### src/rtl/fba_pkg.sv
// Types and constants shared by the block pool allocator files.
package fba_pkg;

	localparam int unsigned REQ_W    = 20;
	localparam int unsigned HANDLE_W = 8;
	localparam int unsigned STATUS_W = 3;
	localparam int unsigned COUNT_W  = 32;
	localparam int unsigned LEVEL_W  = 9;

	localparam logic [REQ_W-1:0] MAX_REQ_RESET = 20'd4096;

	typedef enum logic {
		OP_ALLOC = 1'b0,
		OP_FREE  = 1'b1
	} op_t;

	typedef enum logic [STATUS_W-1:0] {
		ST_OK      = 3'd0,
		ST_TOO_BIG = 3'd1,
		ST_EMPTY   = 3'd2,
		ST_DOUBLE  = 3'd3,
		ST_FOREIGN = 3'd4
	} status_t;

	typedef struct packed {
		logic pop;
		logic push;
	} stack_ctl_t;

	typedef struct packed {
		logic [HANDLE_W-1:0] top;
		logic [LEVEL_W-1:0]  depth;
	} stack_stat_t;

	typedef struct packed {
		logic set;
		logic clr;
	} map_ctl_t;

endpackage

### src/rtl/fba_req_if.sv
// Request channel: allocate or free items.
interface fba_req_if;
	import fba_pkg::*;

	logic                valid;
	logic                ready;
	logic                operation;
	logic [REQ_W-1:0]    request_bytes;
	logic [HANDLE_W-1:0] release_handle;

	modport source (output valid, operation, request_bytes, release_handle, input ready);
	modport sink   (input valid, operation, request_bytes, release_handle, output ready);
endinterface

### src/rtl/fba_rsp_if.sv
// Response channel: one result per request.
interface fba_rsp_if;
	import fba_pkg::*;

	logic                valid;
	logic                ready;
	logic [STATUS_W-1:0] status;
	logic [HANDLE_W-1:0] granted_handle;
	logic [COUNT_W-1:0]  allocations_done;
	logic [COUNT_W-1:0]  releases_done;
	logic [LEVEL_W-1:0]  free_level;

	modport source (output valid, status, granted_handle, allocations_done, releases_done,
		free_level, input ready);
	modport sink   (input valid, status, granted_handle, allocations_done, releases_done,
		free_level, output ready);
endinterface

### src/rtl/fixed_block_pool_allocator.sv
// Fixed block pool allocator: LIFO free list, used bitmap, request and response stages.
//
//   channel | dir | transfer carries
//   --------+-----+-------------------------------------------------------------
//   req     | in  | operation, request_bytes, release_handle
//   rsp     | out | status, granted_handle, allocations_done, releases_done, free_level
//   cfg     | in  | max_request_bytes write (cfg_wr_en, cfg_wr_data)
//
// One request per cycle sustained while rsp is not stalled; the path from req transfer to rsp valid
// holds the request register, then the result register. The stack top and second entry are
// registered, so the stack memory read for a pop is issued one pop ahead.
// Reset gives a full stack (entry i holds i), an empty bitmap, zero counters.
// A stalled rsp holds its result; req takes one more item into the request stage.
module fixed_block_pool_allocator #(
	parameter int unsigned POOL_BLOCKS = 64
) (
	input  logic                      clk,
	input  logic                      arst_n,
	fba_req_if.sink                   req,
	fba_rsp_if.source                 rsp,
	input  logic                      cfg_wr_en,
	input  logic [fba_pkg::REQ_W-1:0] cfg_wr_data
);
	import fba_pkg::*;

	logic [REQ_W-1:0]    max_req_q;

	logic                vld_s1;
	op_t                 op_s1;
	logic [REQ_W-1:0]    bytes_s1;
	logic [HANDLE_W-1:0] handle_s1;

	logic                out_vld_q;
	status_t             status_q;
	logic [HANDLE_W-1:0] granted_q;
	logic [COUNT_W-1:0]  allocs_q;
	logic [COUNT_W-1:0]  rels_q;
	logic [LEVEL_W-1:0]  level_q;
	logic [COUNT_W-1:0]  alloc_cnt_q;
	logic [COUNT_W-1:0]  rel_cnt_q;

	logic                advance;
	stack_ctl_t          stk_ctl;
	stack_stat_t         stk_stat;
	map_ctl_t            map_ctl;
	logic                in_use;
	logic                alloc_ok;
	logic                free_ok;
	status_t             status_d;
	logic [LEVEL_W-1:0]  level_d;

	fba_stack #(.POOL_BLOCKS(POOL_BLOCKS)) u_stack (
		.clk         (clk),
		.arst_n      (arst_n),
		.ctl         (stk_ctl),
		.push_handle (handle_s1),
		.stat        (stk_stat)
	);

	fba_used_map #(.POOL_BLOCKS(POOL_BLOCKS)) u_used_map (
		.clk     (clk),
		.arst_n  (arst_n),
		.ctl     (map_ctl),
		.set_idx (stk_stat.top),
		.clr_idx (handle_s1),
		.rd_idx  (handle_s1),
		.rd_bit  (in_use)
	);

	assign advance   = vld_s1 && (!out_vld_q || rsp.ready);
	assign req.ready = !vld_s1 || advance;

	always_comb begin
		status_d = ST_OK;
		alloc_ok = 1'b0;
		free_ok  = 1'b0;
		if (op_s1 == OP_ALLOC) begin
			if (bytes_s1 > max_req_q) begin
				status_d = ST_TOO_BIG;
			end else if (stk_stat.depth == '0 || stk_stat.depth > LEVEL_W'(POOL_BLOCKS)) begin
				status_d = ST_EMPTY;
			end else begin
				alloc_ok = 1'b1;
			end
		end else begin
			if ({1'b0, handle_s1} >= LEVEL_W'(POOL_BLOCKS)) begin
				status_d = ST_FOREIGN;
			end else if (!in_use) begin
				status_d = ST_DOUBLE;
			end else begin
				free_ok = 1'b1;
			end
		end
	end

	// Drop the push on a full stack; the release still counts.
	assign stk_ctl.pop  = advance && alloc_ok;
	assign stk_ctl.push = advance && free_ok && (stk_stat.depth < LEVEL_W'(POOL_BLOCKS));
	assign map_ctl.set  = advance && alloc_ok;
	assign map_ctl.clr  = advance && free_ok;

	always_comb begin
		if (stk_ctl.pop) begin
			level_d = stk_stat.depth - 9'd1;
		end else if (stk_ctl.push) begin
			level_d = stk_stat.depth + 9'd1;
		end else begin
			level_d = stk_stat.depth;
		end
	end

	always_ff @(posedge clk or negedge arst_n) begin
		if (!arst_n) begin
			max_req_q <= MAX_REQ_RESET;
		end else if (cfg_wr_en) begin
			max_req_q <= cfg_wr_data;
		end
	end

	always_ff @(posedge clk or negedge arst_n) begin
		if (!arst_n) begin
			vld_s1 <= 1'b0;
		end else if (req.ready) begin
			vld_s1 <= req.valid;
		end
	end

	always_ff @(posedge clk) begin
		if (req.valid && req.ready) begin
			op_s1     <= op_t'(req.operation);
			bytes_s1  <= req.request_bytes;
			handle_s1 <= req.release_handle;
		end
	end

	always_ff @(posedge clk or negedge arst_n) begin
		if (!arst_n) begin
			out_vld_q   <= 1'b0;
			alloc_cnt_q <= '0;
			rel_cnt_q   <= '0;
		end else begin
			if (advance) begin
				out_vld_q <= 1'b1;
			end else if (rsp.ready) begin
				out_vld_q <= 1'b0;
			end
			if (advance && alloc_ok) begin
				alloc_cnt_q <= alloc_cnt_q + 32'd1;
			end
			if (advance && free_ok) begin
				rel_cnt_q <= rel_cnt_q + 32'd1;
			end
		end
	end

	always_ff @(posedge clk) begin
		if (advance) begin
			status_q  <= status_d;
			granted_q <= alloc_ok ? stk_stat.top : '0;
			allocs_q  <= alloc_ok ? alloc_cnt_q + 32'd1 : alloc_cnt_q;
			rels_q    <= free_ok ? rel_cnt_q + 32'd1 : rel_cnt_q;
			level_q   <= level_d;
		end
	end

	assign rsp.valid            = out_vld_q;
	assign rsp.status           = status_q;
	assign rsp.granted_handle   = granted_q;
	assign rsp.allocations_done = allocs_q;
	assign rsp.releases_done    = rels_q;
	assign rsp.free_level       = level_q;
endmodule

### src/rtl/fba_stack.sv
// LIFO free-index stack: registered top and second entry, memory for the rest.
module fba_stack #(
	parameter int unsigned POOL_BLOCKS = 64
) (
	input  logic                             clk,
	input  logic                             arst_n,
	input  fba_pkg::stack_ctl_t              ctl,
	input  logic [fba_pkg::HANDLE_W-1:0]     push_handle,
	output fba_pkg::stack_stat_t             stat
);
	import fba_pkg::*;

	localparam int unsigned AW = (POOL_BLOCKS > 1) ? $clog2(POOL_BLOCKS) : 1;

	logic [HANDLE_W-1:0]    mem [POOL_BLOCKS];
	logic [POOL_BLOCKS-1:0] written_q;
	logic [HANDLE_W-1:0]    top_q;
	logic [HANDLE_W-1:0]    below_q;
	logic [LEVEL_W-1:0]     depth_q;
	logic [AW-1:0]          rd_addr;
	logic [AW-1:0]          wr_addr;
	logic                   rd_en;
	logic                   wr_en;

	// Memory holds every entry below the top; the second entry is kept registered.
	assign rd_addr = AW'(depth_q - 9'd3);
	assign wr_addr = AW'(depth_q - 9'd1);
	assign rd_en   = ctl.pop && (depth_q >= 9'd3);
	assign wr_en   = ctl.push && (depth_q != '0);

	always_ff @(posedge clk) begin
		if (wr_en) begin
			mem[wr_addr] <= top_q;
		end
	end

	always_ff @(posedge clk or negedge arst_n) begin
		if (!arst_n) begin
			written_q <= '0;
			depth_q   <= LEVEL_W'(POOL_BLOCKS);
			top_q     <= HANDLE_W'(POOL_BLOCKS - 1);
			below_q   <= HANDLE_W'(POOL_BLOCKS - 2);
		end else if (ctl.pop) begin
			depth_q <= depth_q - 9'd1;
			top_q   <= below_q;
			if (rd_en) begin
				// Entry never written still holds its reset index
				below_q <= written_q[rd_addr] ? mem[rd_addr] : HANDLE_W'(rd_addr);
			end
		end else if (ctl.push) begin
			depth_q <= depth_q + 9'd1;
			top_q   <= push_handle;
			below_q <= top_q;
			if (wr_en) begin
				written_q[wr_addr] <= 1'b1;
			end
		end
	end

	assign stat.top   = top_q;
	assign stat.depth = depth_q;
endmodule

### src/rtl/fba_used_map.sv
// Used-block bitmap with one set port, one clear port and one read port.
module fba_used_map #(
	parameter int unsigned POOL_BLOCKS = 64
) (
	input  logic                         clk,
	input  logic                         arst_n,
	input  fba_pkg::map_ctl_t            ctl,
	input  logic [fba_pkg::HANDLE_W-1:0] set_idx,
	input  logic [fba_pkg::HANDLE_W-1:0] clr_idx,
	input  logic [fba_pkg::HANDLE_W-1:0] rd_idx,
	output logic                         rd_bit
);
	import fba_pkg::*;

	localparam int unsigned AW = (POOL_BLOCKS > 1) ? $clog2(POOL_BLOCKS) : 1;

	logic [POOL_BLOCKS-1:0] used_q;
	logic                   set_ok;
	logic                   rd_ok;

	assign set_ok = ({1'b0, set_idx} < LEVEL_W'(POOL_BLOCKS));
	assign rd_ok  = ({1'b0, rd_idx} < LEVEL_W'(POOL_BLOCKS));
	assign rd_bit = rd_ok && used_q[rd_idx[AW-1:0]];

	always_ff @(posedge clk or negedge arst_n) begin
		if (!arst_n) begin
			used_q <= '0;
		end else begin
			if (ctl.set && set_ok) begin
				used_q[set_idx[AW-1:0]] <= 1'b1;
			end
			if (ctl.clr) begin
				used_q[clr_idx[AW-1:0]] <= 1'b0;
			end
		end
	end
endmodule

### src/flat_wrapper.sv
// flat-port wrapper written by rule: the top's interface ports become plain ports
module fixed_block_pool_allocator_flat import fba_pkg::*;
#(
	parameter int unsigned POOL_BLOCKS = 64
)
  (clk, arst_n, cfg_wr_en, cfg_wr_data, req_valid, req_operation, req_request_bytes, req_release_handle, req_ready, rsp_valid, rsp_status, rsp_granted_handle, rsp_allocations_done, rsp_releases_done, rsp_free_level, rsp_ready);
  fba_req_if req_i ();
  fba_rsp_if rsp_i ();
  input  logic clk;
  input  logic arst_n;
  input  logic cfg_wr_en;
  input  logic [fba_pkg::REQ_W-1:0] cfg_wr_data;
  input wire logic [$bits(req_i.valid)-1:0] req_valid;
  input wire logic [$bits(req_i.operation)-1:0] req_operation;
  input wire logic [$bits(req_i.request_bytes)-1:0] req_request_bytes;
  input wire logic [$bits(req_i.release_handle)-1:0] req_release_handle;
  output wire logic [$bits(req_i.ready)-1:0] req_ready;
  output wire logic [$bits(rsp_i.valid)-1:0] rsp_valid;
  output wire logic [$bits(rsp_i.status)-1:0] rsp_status;
  output wire logic [$bits(rsp_i.granted_handle)-1:0] rsp_granted_handle;
  output wire logic [$bits(rsp_i.allocations_done)-1:0] rsp_allocations_done;
  output wire logic [$bits(rsp_i.releases_done)-1:0] rsp_releases_done;
  output wire logic [$bits(rsp_i.free_level)-1:0] rsp_free_level;
  input wire logic [$bits(rsp_i.ready)-1:0] rsp_ready;
  assign req_i.valid = req_valid;
  assign req_i.operation = req_operation;
  assign req_i.request_bytes = req_request_bytes;
  assign req_i.release_handle = req_release_handle;
  assign req_ready = req_i.ready;
  assign rsp_valid = rsp_i.valid;
  assign rsp_status = rsp_i.status;
  assign rsp_granted_handle = rsp_i.granted_handle;
  assign rsp_allocations_done = rsp_i.allocations_done;
  assign rsp_releases_done = rsp_i.releases_done;
  assign rsp_free_level = rsp_i.free_level;
  assign rsp_i.ready = rsp_ready;
  fixed_block_pool_allocator #(.POOL_BLOCKS(POOL_BLOCKS)) u_core (.clk(clk), .arst_n(arst_n), .req(req_i), .rsp(rsp_i), .cfg_wr_en(cfg_wr_en), .cfg_wr_data(cfg_wr_data));
endmodule
### config.mk
export PLATFORM = sky130hd
export DESIGN_NAME = fixed_block_pool_allocator_flat
export DESIGN_NICKNAME = d
export VERILOG_FILES = /design/src/rtl/fba_pkg.sv /design/src/rtl/fba_req_if.sv /design/src/rtl/fba_rsp_if.sv /design/src/rtl/fixed_block_pool_allocator.sv /design/src/rtl/fba_stack.sv /design/src/rtl/fba_used_map.sv /design/src/flat_wrapper.sv
export SDC_FILE = /design/constraint.sdc
export NUM_CORES = 1
export LEC_CHECK = 0
export ABC_AREA = 1
export BUFFER_PORTS_ARGS = -buffer_cell sky130_fd_sc_hd__buf_2
export CAP_MARGIN = 15
export CORE_UTILIZATION = 40
export DETAILED_ROUTE_END_ITERATION = 8
export GPL_TIMING_DRIVEN = 0
export SYNTH_ARGS = -nofsm -noshare
export SYNTH_HDL_FRONTEND = slang
export SYNTH_SLANG_ARGS = --single-unit
### constraint.sdc
create_clock -name clk -period 3.66 [get_ports clk]
set_input_delay 0.732 -clock clk [delete_from_list [all_inputs] [get_ports clk]]
set_output_delay 0.732 -clock clk [all_outputs]
set_load 0.02 [all_outputs]
### Yosys cells after proc, flatten, opt, wreduce, memory -nomap -nowiden

Memories as Yosys holds them, arrays and structs flattened.
Cells that the tools add are included.
W data, S select, Z words.

| word-level totals | value |
|---|---|
| bits in registers | 352 |
| bits in latches | 0 |
| RAM bits | 512 |
| memory bits (read-only) | 0 |
| input port bits | 54 |
| output and inout bits | 86 |
| memories kept | 1 |

| cells by class | value |
|---|---|
| $add $sub $neg | 5 |
| $mul | 0 |
| divide/modulo/power cells | 0 |
| magnitude comparators | 14 |
| equality and inequality tests | 1 |
| shifts and indexed selects | 0 |
| muxes and demuxes | 37 |
| bitwise gates (word level) | 5 |
| reduce and logical (&&, ||, !) cells | 23 |

Memories:

| name | depth | width | read ports | clocked after memory_dff | wr ports | line | RTL |
|---|---|---|---|---|---|---|---|
| u_core.u_stack.mem | 64 | 8 | 1 | 0 | 1 | fba_stack.sv:15 | `logic [HANDLE_W-1:0] mem [POOL_BLOCKS];` |

Operators with widths:

| cell | count |
|---|---|
| $mux W64 | 2 |
| $or A64 B64 Y64 | 2 |
| $add A32 B1 Y32 const B | 2 |
| $and A64 B64 Y64 | 1 |
| $mux W32 | 2 |
| $not A64 Y64 | 1 |
| $mux W8 | 6 |
| $lt A6 B7 Y1 const B | 4 |
| $gt A20 B20 Y1 | 1 |
| $demux W1 S6 | 3 |
| $ge A6 B1 Y1 const B | 3 |
| $mux W9 | 2 |
| $lt A8 B7 Y1 const B | 2 |
| $mux W1 | 15 |
| $bmux W1 S6 | 2 |
| $logic_and A1 B1 Y1 | 12 |
| $add A9 B1 Y9 const B | 1 |
| $ge A9 B2 Y1 const B | 1 |
| $gt A9 B7 Y1 const B | 1 |
| $logic_not A9 Y1 | 1 |
| $lt A9 B7 Y1 const B | 1 |
| $mux W3 | 3 |
| $reduce_bool A9 Y1 | 1 |
| $sub A9 B1 Y9 const B | 1 |
| other kinds (10) | 15 |

### Logic depth before layout (Yosys ltp)

| logic depth | value |
|---|---|
| depth in word-level cells | 11 |
| gate-level depth with buffers | 20 |
| mapped depth without buffers | 16 |

### Cells and area by module

From an unflattened synthesis, not the netlist that was laid out.

| second synthesis, totals | value |
|---|---|
| cells, all modules | 4022 |
| area total of the unflattened synthesis | 39442.8 µm² |

By module, submodules not included:

| module | times used | cells an instance | area each (µm²) | seq. area each (µm²) |
|---|---|---|---|---|
| fba_stack | 1 | 2451 | 25898.6 | 17616.9 |
| fixed_block_pool_allocator | 1 | 1158 | 10187.3 | 5546.6 |
| fba_used_map | 1 | 413 | 3357.0 | 1601.5 |

### Worst setup path before layout

Ideal clock, no wire load.

| timing path | value |
|---|---|
| kind | input -> register |
| start | input rsp_ready |
| end | memory u_core.u_stack.mem[57][0] (enable) |
| library setup time | 370 ps |
| data arrival time | 3887 ps |
| setup slack | -597 ps |
| stages | 9 |
| path buffers | 1 |
| cells stage by stage | inv_1 > nand2_1 > nand2_1 > inv_1 > nand4_4 > nor2_4 > nand2_1 > buf_2 > nor2_1 |

| on the way | value |
|---|---|
| longest elaborated chain between the ends | 7 |

Ends and longest elaborated chain:

| item | line | RTL |
|---|---|---|
| from (decl) | flat_wrapper.sv:24 | `input wire logic [$bits(rsp_i.ready)-1:0] rsp_ready;` |
| $logic_or A1 B1 Y1 | fixed_block_pool_allocator.sv:70 | `assign advance = vld_s1 && (!out_vld_q \|\| rsp.ready);` |
| $logic_and A1 B1 Y1 | fixed_block_pool_allocator.sv:70 |  |
| named net u_core.advance | fixed_block_pool_allocator.sv:42 | `logic advance;` |
| $logic_and A1 B1 Y1 (2 in series) | fixed_block_pool_allocator.sv:98 | `assign stk_ctl.push = advance && free_ok && (stk_stat.depth < LEVEL_W'(POOL_BLOCKS));` |
| $logic_and A1 B1 Y1 | fba_stack.sv:29 | `assign wr_en = ctl.push && (depth_q != '0);` |
| $mux W1 | fba_stack.sv:32 | `if (wr_en) begin` |
| $mux W1 (implied by the code) | fba_stack.sv:33 | `mem[wr_addr] <= top_q;` |
| to (decl) | fba_stack.sv:15 |  |

The timed path passes the listed nets, and every way through them passes these cells.

### Worst setup path in the final report

| timing path | value |
|---|---|
| start | register u_core.u_stack.depth_q[0] |
| end | register u_core.u_stack.below_q[0] |

| on the way | value |
|---|---|
| longest elaborated chain between the ends | 9 |
| elaborated cells on any way between the ends | 21 |
| those cells by class | add/sub (1); order compare (3); eq/ne (1); mux (8); reduce/logical (7); memory (1) |

Ends and longest elaborated chain:

| item | line | RTL |
|---|---|---|
| from (decl) | fba_stack.sv:19 | `logic [LEVEL_W-1:0] depth_q;` |
| from (signal assigned) | fba_stack.sv:40 | `depth_q <= LEVEL_W'(POOL_BLOCKS);` |
| from (signal assigned) | fba_stack.sv:44 | `depth_q <= depth_q - 9'd1;` |
| from (signal assigned) | fba_stack.sv:51 | `depth_q <= depth_q + 9'd1;` |
| parallel branches: the longest is 9 deep, another holds $sub A6 B2 Y6 | -- |  |
| to (signal assigned) | fba_stack.sv:42 | `below_q <= HANDLE_W'(POOL_BLOCKS - 2);` |
| to (signal assigned) | fba_stack.sv:48 | `below_q <= written_q[rd_addr] ? mem[rd_addr] : HANDLE_W'(rd_addr);` |
| to (signal assigned) | fba_stack.sv:53 | `below_q <= top_q;` |
| to (decl) | fba_stack.sv:18 | `logic [HANDLE_W-1:0] below_q;` |

Parallel ways; which one is timed is not known. The select of a mux whose other input is x is not followed.
A chain may end at the register's enable or synchronous reset.

==> results.toml <==
[drt]
vias = 29760
drtPass1Iterations = 6
wl_um = 126900
detail-route-antenna-nets = 0
drc = 0
via_per_inst = 5.535
wl_per_cell_um = 23.61
drtIter0Drc = 3757

[sta]
period_share_pct = 100.1
fin_crit_ns = 3.663
worst_pin_slew_ns = 1.192
setup_ws_ns = -0.002859
worst_clock_skew_ns = 0.04801
rsz0062_at_grt = "yes"
finalHoldViolCount = 0
setup_viol = 1
holdWs_ns = 0.2401
slew_viol_final = 0
clock.fmax_mhz = 273.0
slew_headroom_pct = 20.56

[clock_tree]
cts_max_level = 3
cts_tree = "yes"
clk_latency_ns = 0.68
path_clk_slew_ns = 0.06
cts_root_buf = "clkbuf_16"
numCtsBuffers = 93
clock_sinks = 864
cts.path.max_buffers = 3

[setup_path]
crit_path_frequent_cell = "nor2_1"
cp.arrival_ns = 4.23
cp_num_buf_inv = 3
r2r-end = "u_core.u_stack.below_q[0]"
path_cells = "ha_1 -> inv_1 -> nand2_1 -> nand2_1 -> clkdlybuf4s15_1 -> clkbuf_2 -> nand3_1 -> nand3_1 -> nand3_1 -> nand3_4 -> nand2_1 -> nor2_1 -> nor2_1 -> nor2_1 -> nor2_1"
cp.required_ns = 4.23
rrSetupSlack_ns = -0.003
startpoint_type = "register"
critPathTopFamily = "buffers and inverters"
cp_slowest_cell = "clkdlybuf4s15_1"
cpPeakStageDelay_ns = 0.86
ff2ff_path_depth = 15
cp_max_fo = 10
rr_startpoint = "u_core.u_stack.depth_q[0]"
endpoint_kind = "register"
worstSetupPathDepth = 15
path_class = "register to register"

[die]
start_util_pct = 40.51
row_count = 112
die_w_um = 309.9
dieArea_mm2 = 0.09603
core_mm2 = 0.09361
die_h_um = 309.9
io_pins = 140

[placed_design]
port_buffers = 138
hpwl_um = 83060
pre_cts_ws_ns = -2.451
place_congestion = 0.9976

[synth]
synthTopCellsByCount = "nand2_1 (715), edfxtp_1 (625), nor2_1 (510)"
syn_area_per_cell_um2 = 10.08
synth-async-reset-ratio_pct = 27.66
syn_nets = 3841
synthCells = 3763
yosysMostFrequentCell = "nand2_1"
ys_types = 36
synth_area_leaders = "edfxtp_1 (49%), dfrtp_1 (15%), nand2_1 (7.1%), nand3_1 (5.1%), o21ai_0 (5.1%)"
ys_ff_latch = 864
synth_top_flop_cell = "edfxtp_1"
synth-edff-count = 625
netlist_area_mm2 = 0.03792
synth_area_leader_cell = "edfxtp_1"
synth_top_cell_area_share_pct = 49.50
seq_area_frac_synth_pct = 65.31
yosysWarnings = 0

[power_and_ir_drop]
peakVddDrop_uv = 711.0
p_leak_nw = 17.30
finalPower_mw = 41.51
power_density_mw_per_mm2 = 923.9

[global_route]
grt_antenna_before_repair = 3
track_usage_pct = 26.33
overflow = 0
grt_start_max_net_pins = 104
grt_pass1_wl_um = 184400
grt_pass1_vias = 28330

[min_path]
hold-path-cell-count = 1
hold_class = "input port to register"
min_from = "req_request_bytes[4]"
hold_end = "u_core.bytes_s1[4]"

[status]
outcome = "complete, but fails checks"
violations = "setup timing"

[final_layout]
fin_util_pct = 48.00
multi_input_area_mm2 = 0.01187
area_growth_pct = 18.49
regArea_mm2 = 0.02478
nFillCells = 8623
drive_gt1_share_pct = 13.40
nNetsFinal = 4119

[run]
maxCapViolations = 0
-- state kept, by name (all words and copies together), names as in the netlist, 20 cells and up --
signal,count
u_core.u_used_map.used_q,64
u_core.max_req_q,20
u_core.u_stack.mem,512
u_core.alloc_cnt_q,32
u_core.bytes_s1,20
u_core.u_stack.written_q,64
u_core.rsp.allocations_done,32
u_core.rel_cnt_q,32
u_core.rsp.releases_done,32
-- worst reg2reg max path: stages, from the launching register on --
cell	delay, ns
dfrtp_1	0.43
ha_1	0.25
inv_1	0.08
nand2_1	0.05
nand2_1	0.15
clkdlybuf4s15_1	0.86
clkbuf_2	0.55
nand3_1	0.23
nand3_1	0.13
nand3_1	0.14
nand3_4	0.16
nand2_1	0.13
nor2_1	0.17
nor2_1	0.09
nor2_1	0.09
nor2_1	0.05
-- per-stage QoR --
stage	setup TNS [ns]	instances	area [µm²]
2_1_floorplan	0	3763	37920
3_3_place_gp	-1881.00	5155	40180
3_5_place_dp	-1252.57	5170	40480
4_1_cts	-1.637	5359	44490
5_1_grt	-0.1301	5374	44930
6_report	-0.002859	5376	44930
-- power breakdown --
group	internal, mW	leakage [nW]	switching [mW]
Clock	5.51	1.48	4.02
Combinational	4.65	7.51	13.7
Sequential	12.4	8.31	1.23
-- how the worst max path moves through the flow --
stage | startpoint | to
floorplan | rsp_ready | u_core.u_stack.mem[57][0]
global placement | arst_n | u_core.max_req_q[18]
detailed placement | u_core.u_stack.depth_q[0] | u_core.u_stack.mem[21][0]
CTS | u_core.u_stack.depth_q[0] | u_core.u_stack.mem[17][1]
global route | u_core.u_stack.depth_q[0] | u_core.u_stack.below_q[6]
finish | u_core.u_stack.depth_q[0] | u_core.u_stack.below_q[0]
-- cell usage in the layout, fill, tap and decap left out, types with 37 or more instances in the layout --
cell type and count:
clkbuf_2 37, nand2_1 713, nor2_1 446, edfxtp_1 625, xor2_1 65, nor2_4 67, clkbuf_16 95, nor3_1 80
clkbuf_1 99, o211ai_1 40, inv_1 282, nand4_1 77, o21ai_0 382, nand3_1 375, a21oi_1 75, buf_2 160
dfrtp_1 224
-- routing by layer --
layer  vias up  part of all wire, %  GRT usage [%]
met1     14270                   39          34.86
met2      1672                   44          39.69
met3       412                   11          7.138
li1      13400                    -              -
met5         -                 0.11              0
met4         7                  5.5          13.38
-- final cells by class --
type / count / area share [%]
clock inverters: 52 / 1.189
inverters: 292 / 2.470
flip-flops and latches: 864 / 55.15
multi-input cells: 2408 / 26.42
repair buffers: 183 / 3.030
clock buffers: 122 / 5.606
diodes: 2 / 0.01114
well taps: 1254 / 3.492
plain buffers: 199 / 2.629
-- what timing repair did --
action / 4_1_cts / 5_1_grt
gates resized for setup: 256 / 142
pin swaps: 11 / 15
hold endpoints to repair: 40 / 0
hold buffers: 1 / 0
setup buffers: 14 / 14
endpoints found under the setup margin: 744 / 588
-- kinds of logic (layout without fill, tap and decap cells) --
| kind of cell | count (synthesis) | count (layout) | share of synthesized area (%) |
|---|---|---|---|
| mux | 1 | 1 | 0.02969 |
| other cells | 0 | 2 | 0 |
| flops | 864 | 864 | 65.31 |
| simple gates | 1796 | 1796 | 20.06 |
| compound gates | 517 | 517 | 7.187 |
| xor+xnor | 70 | 70 | 1.656 |
| buf+inv | 491 | 848 | 4.966 |
| fa+ha+maj | 24 | 24 | 0.7919 |
No activity file was read; power rests on OpenSTA's default activity.
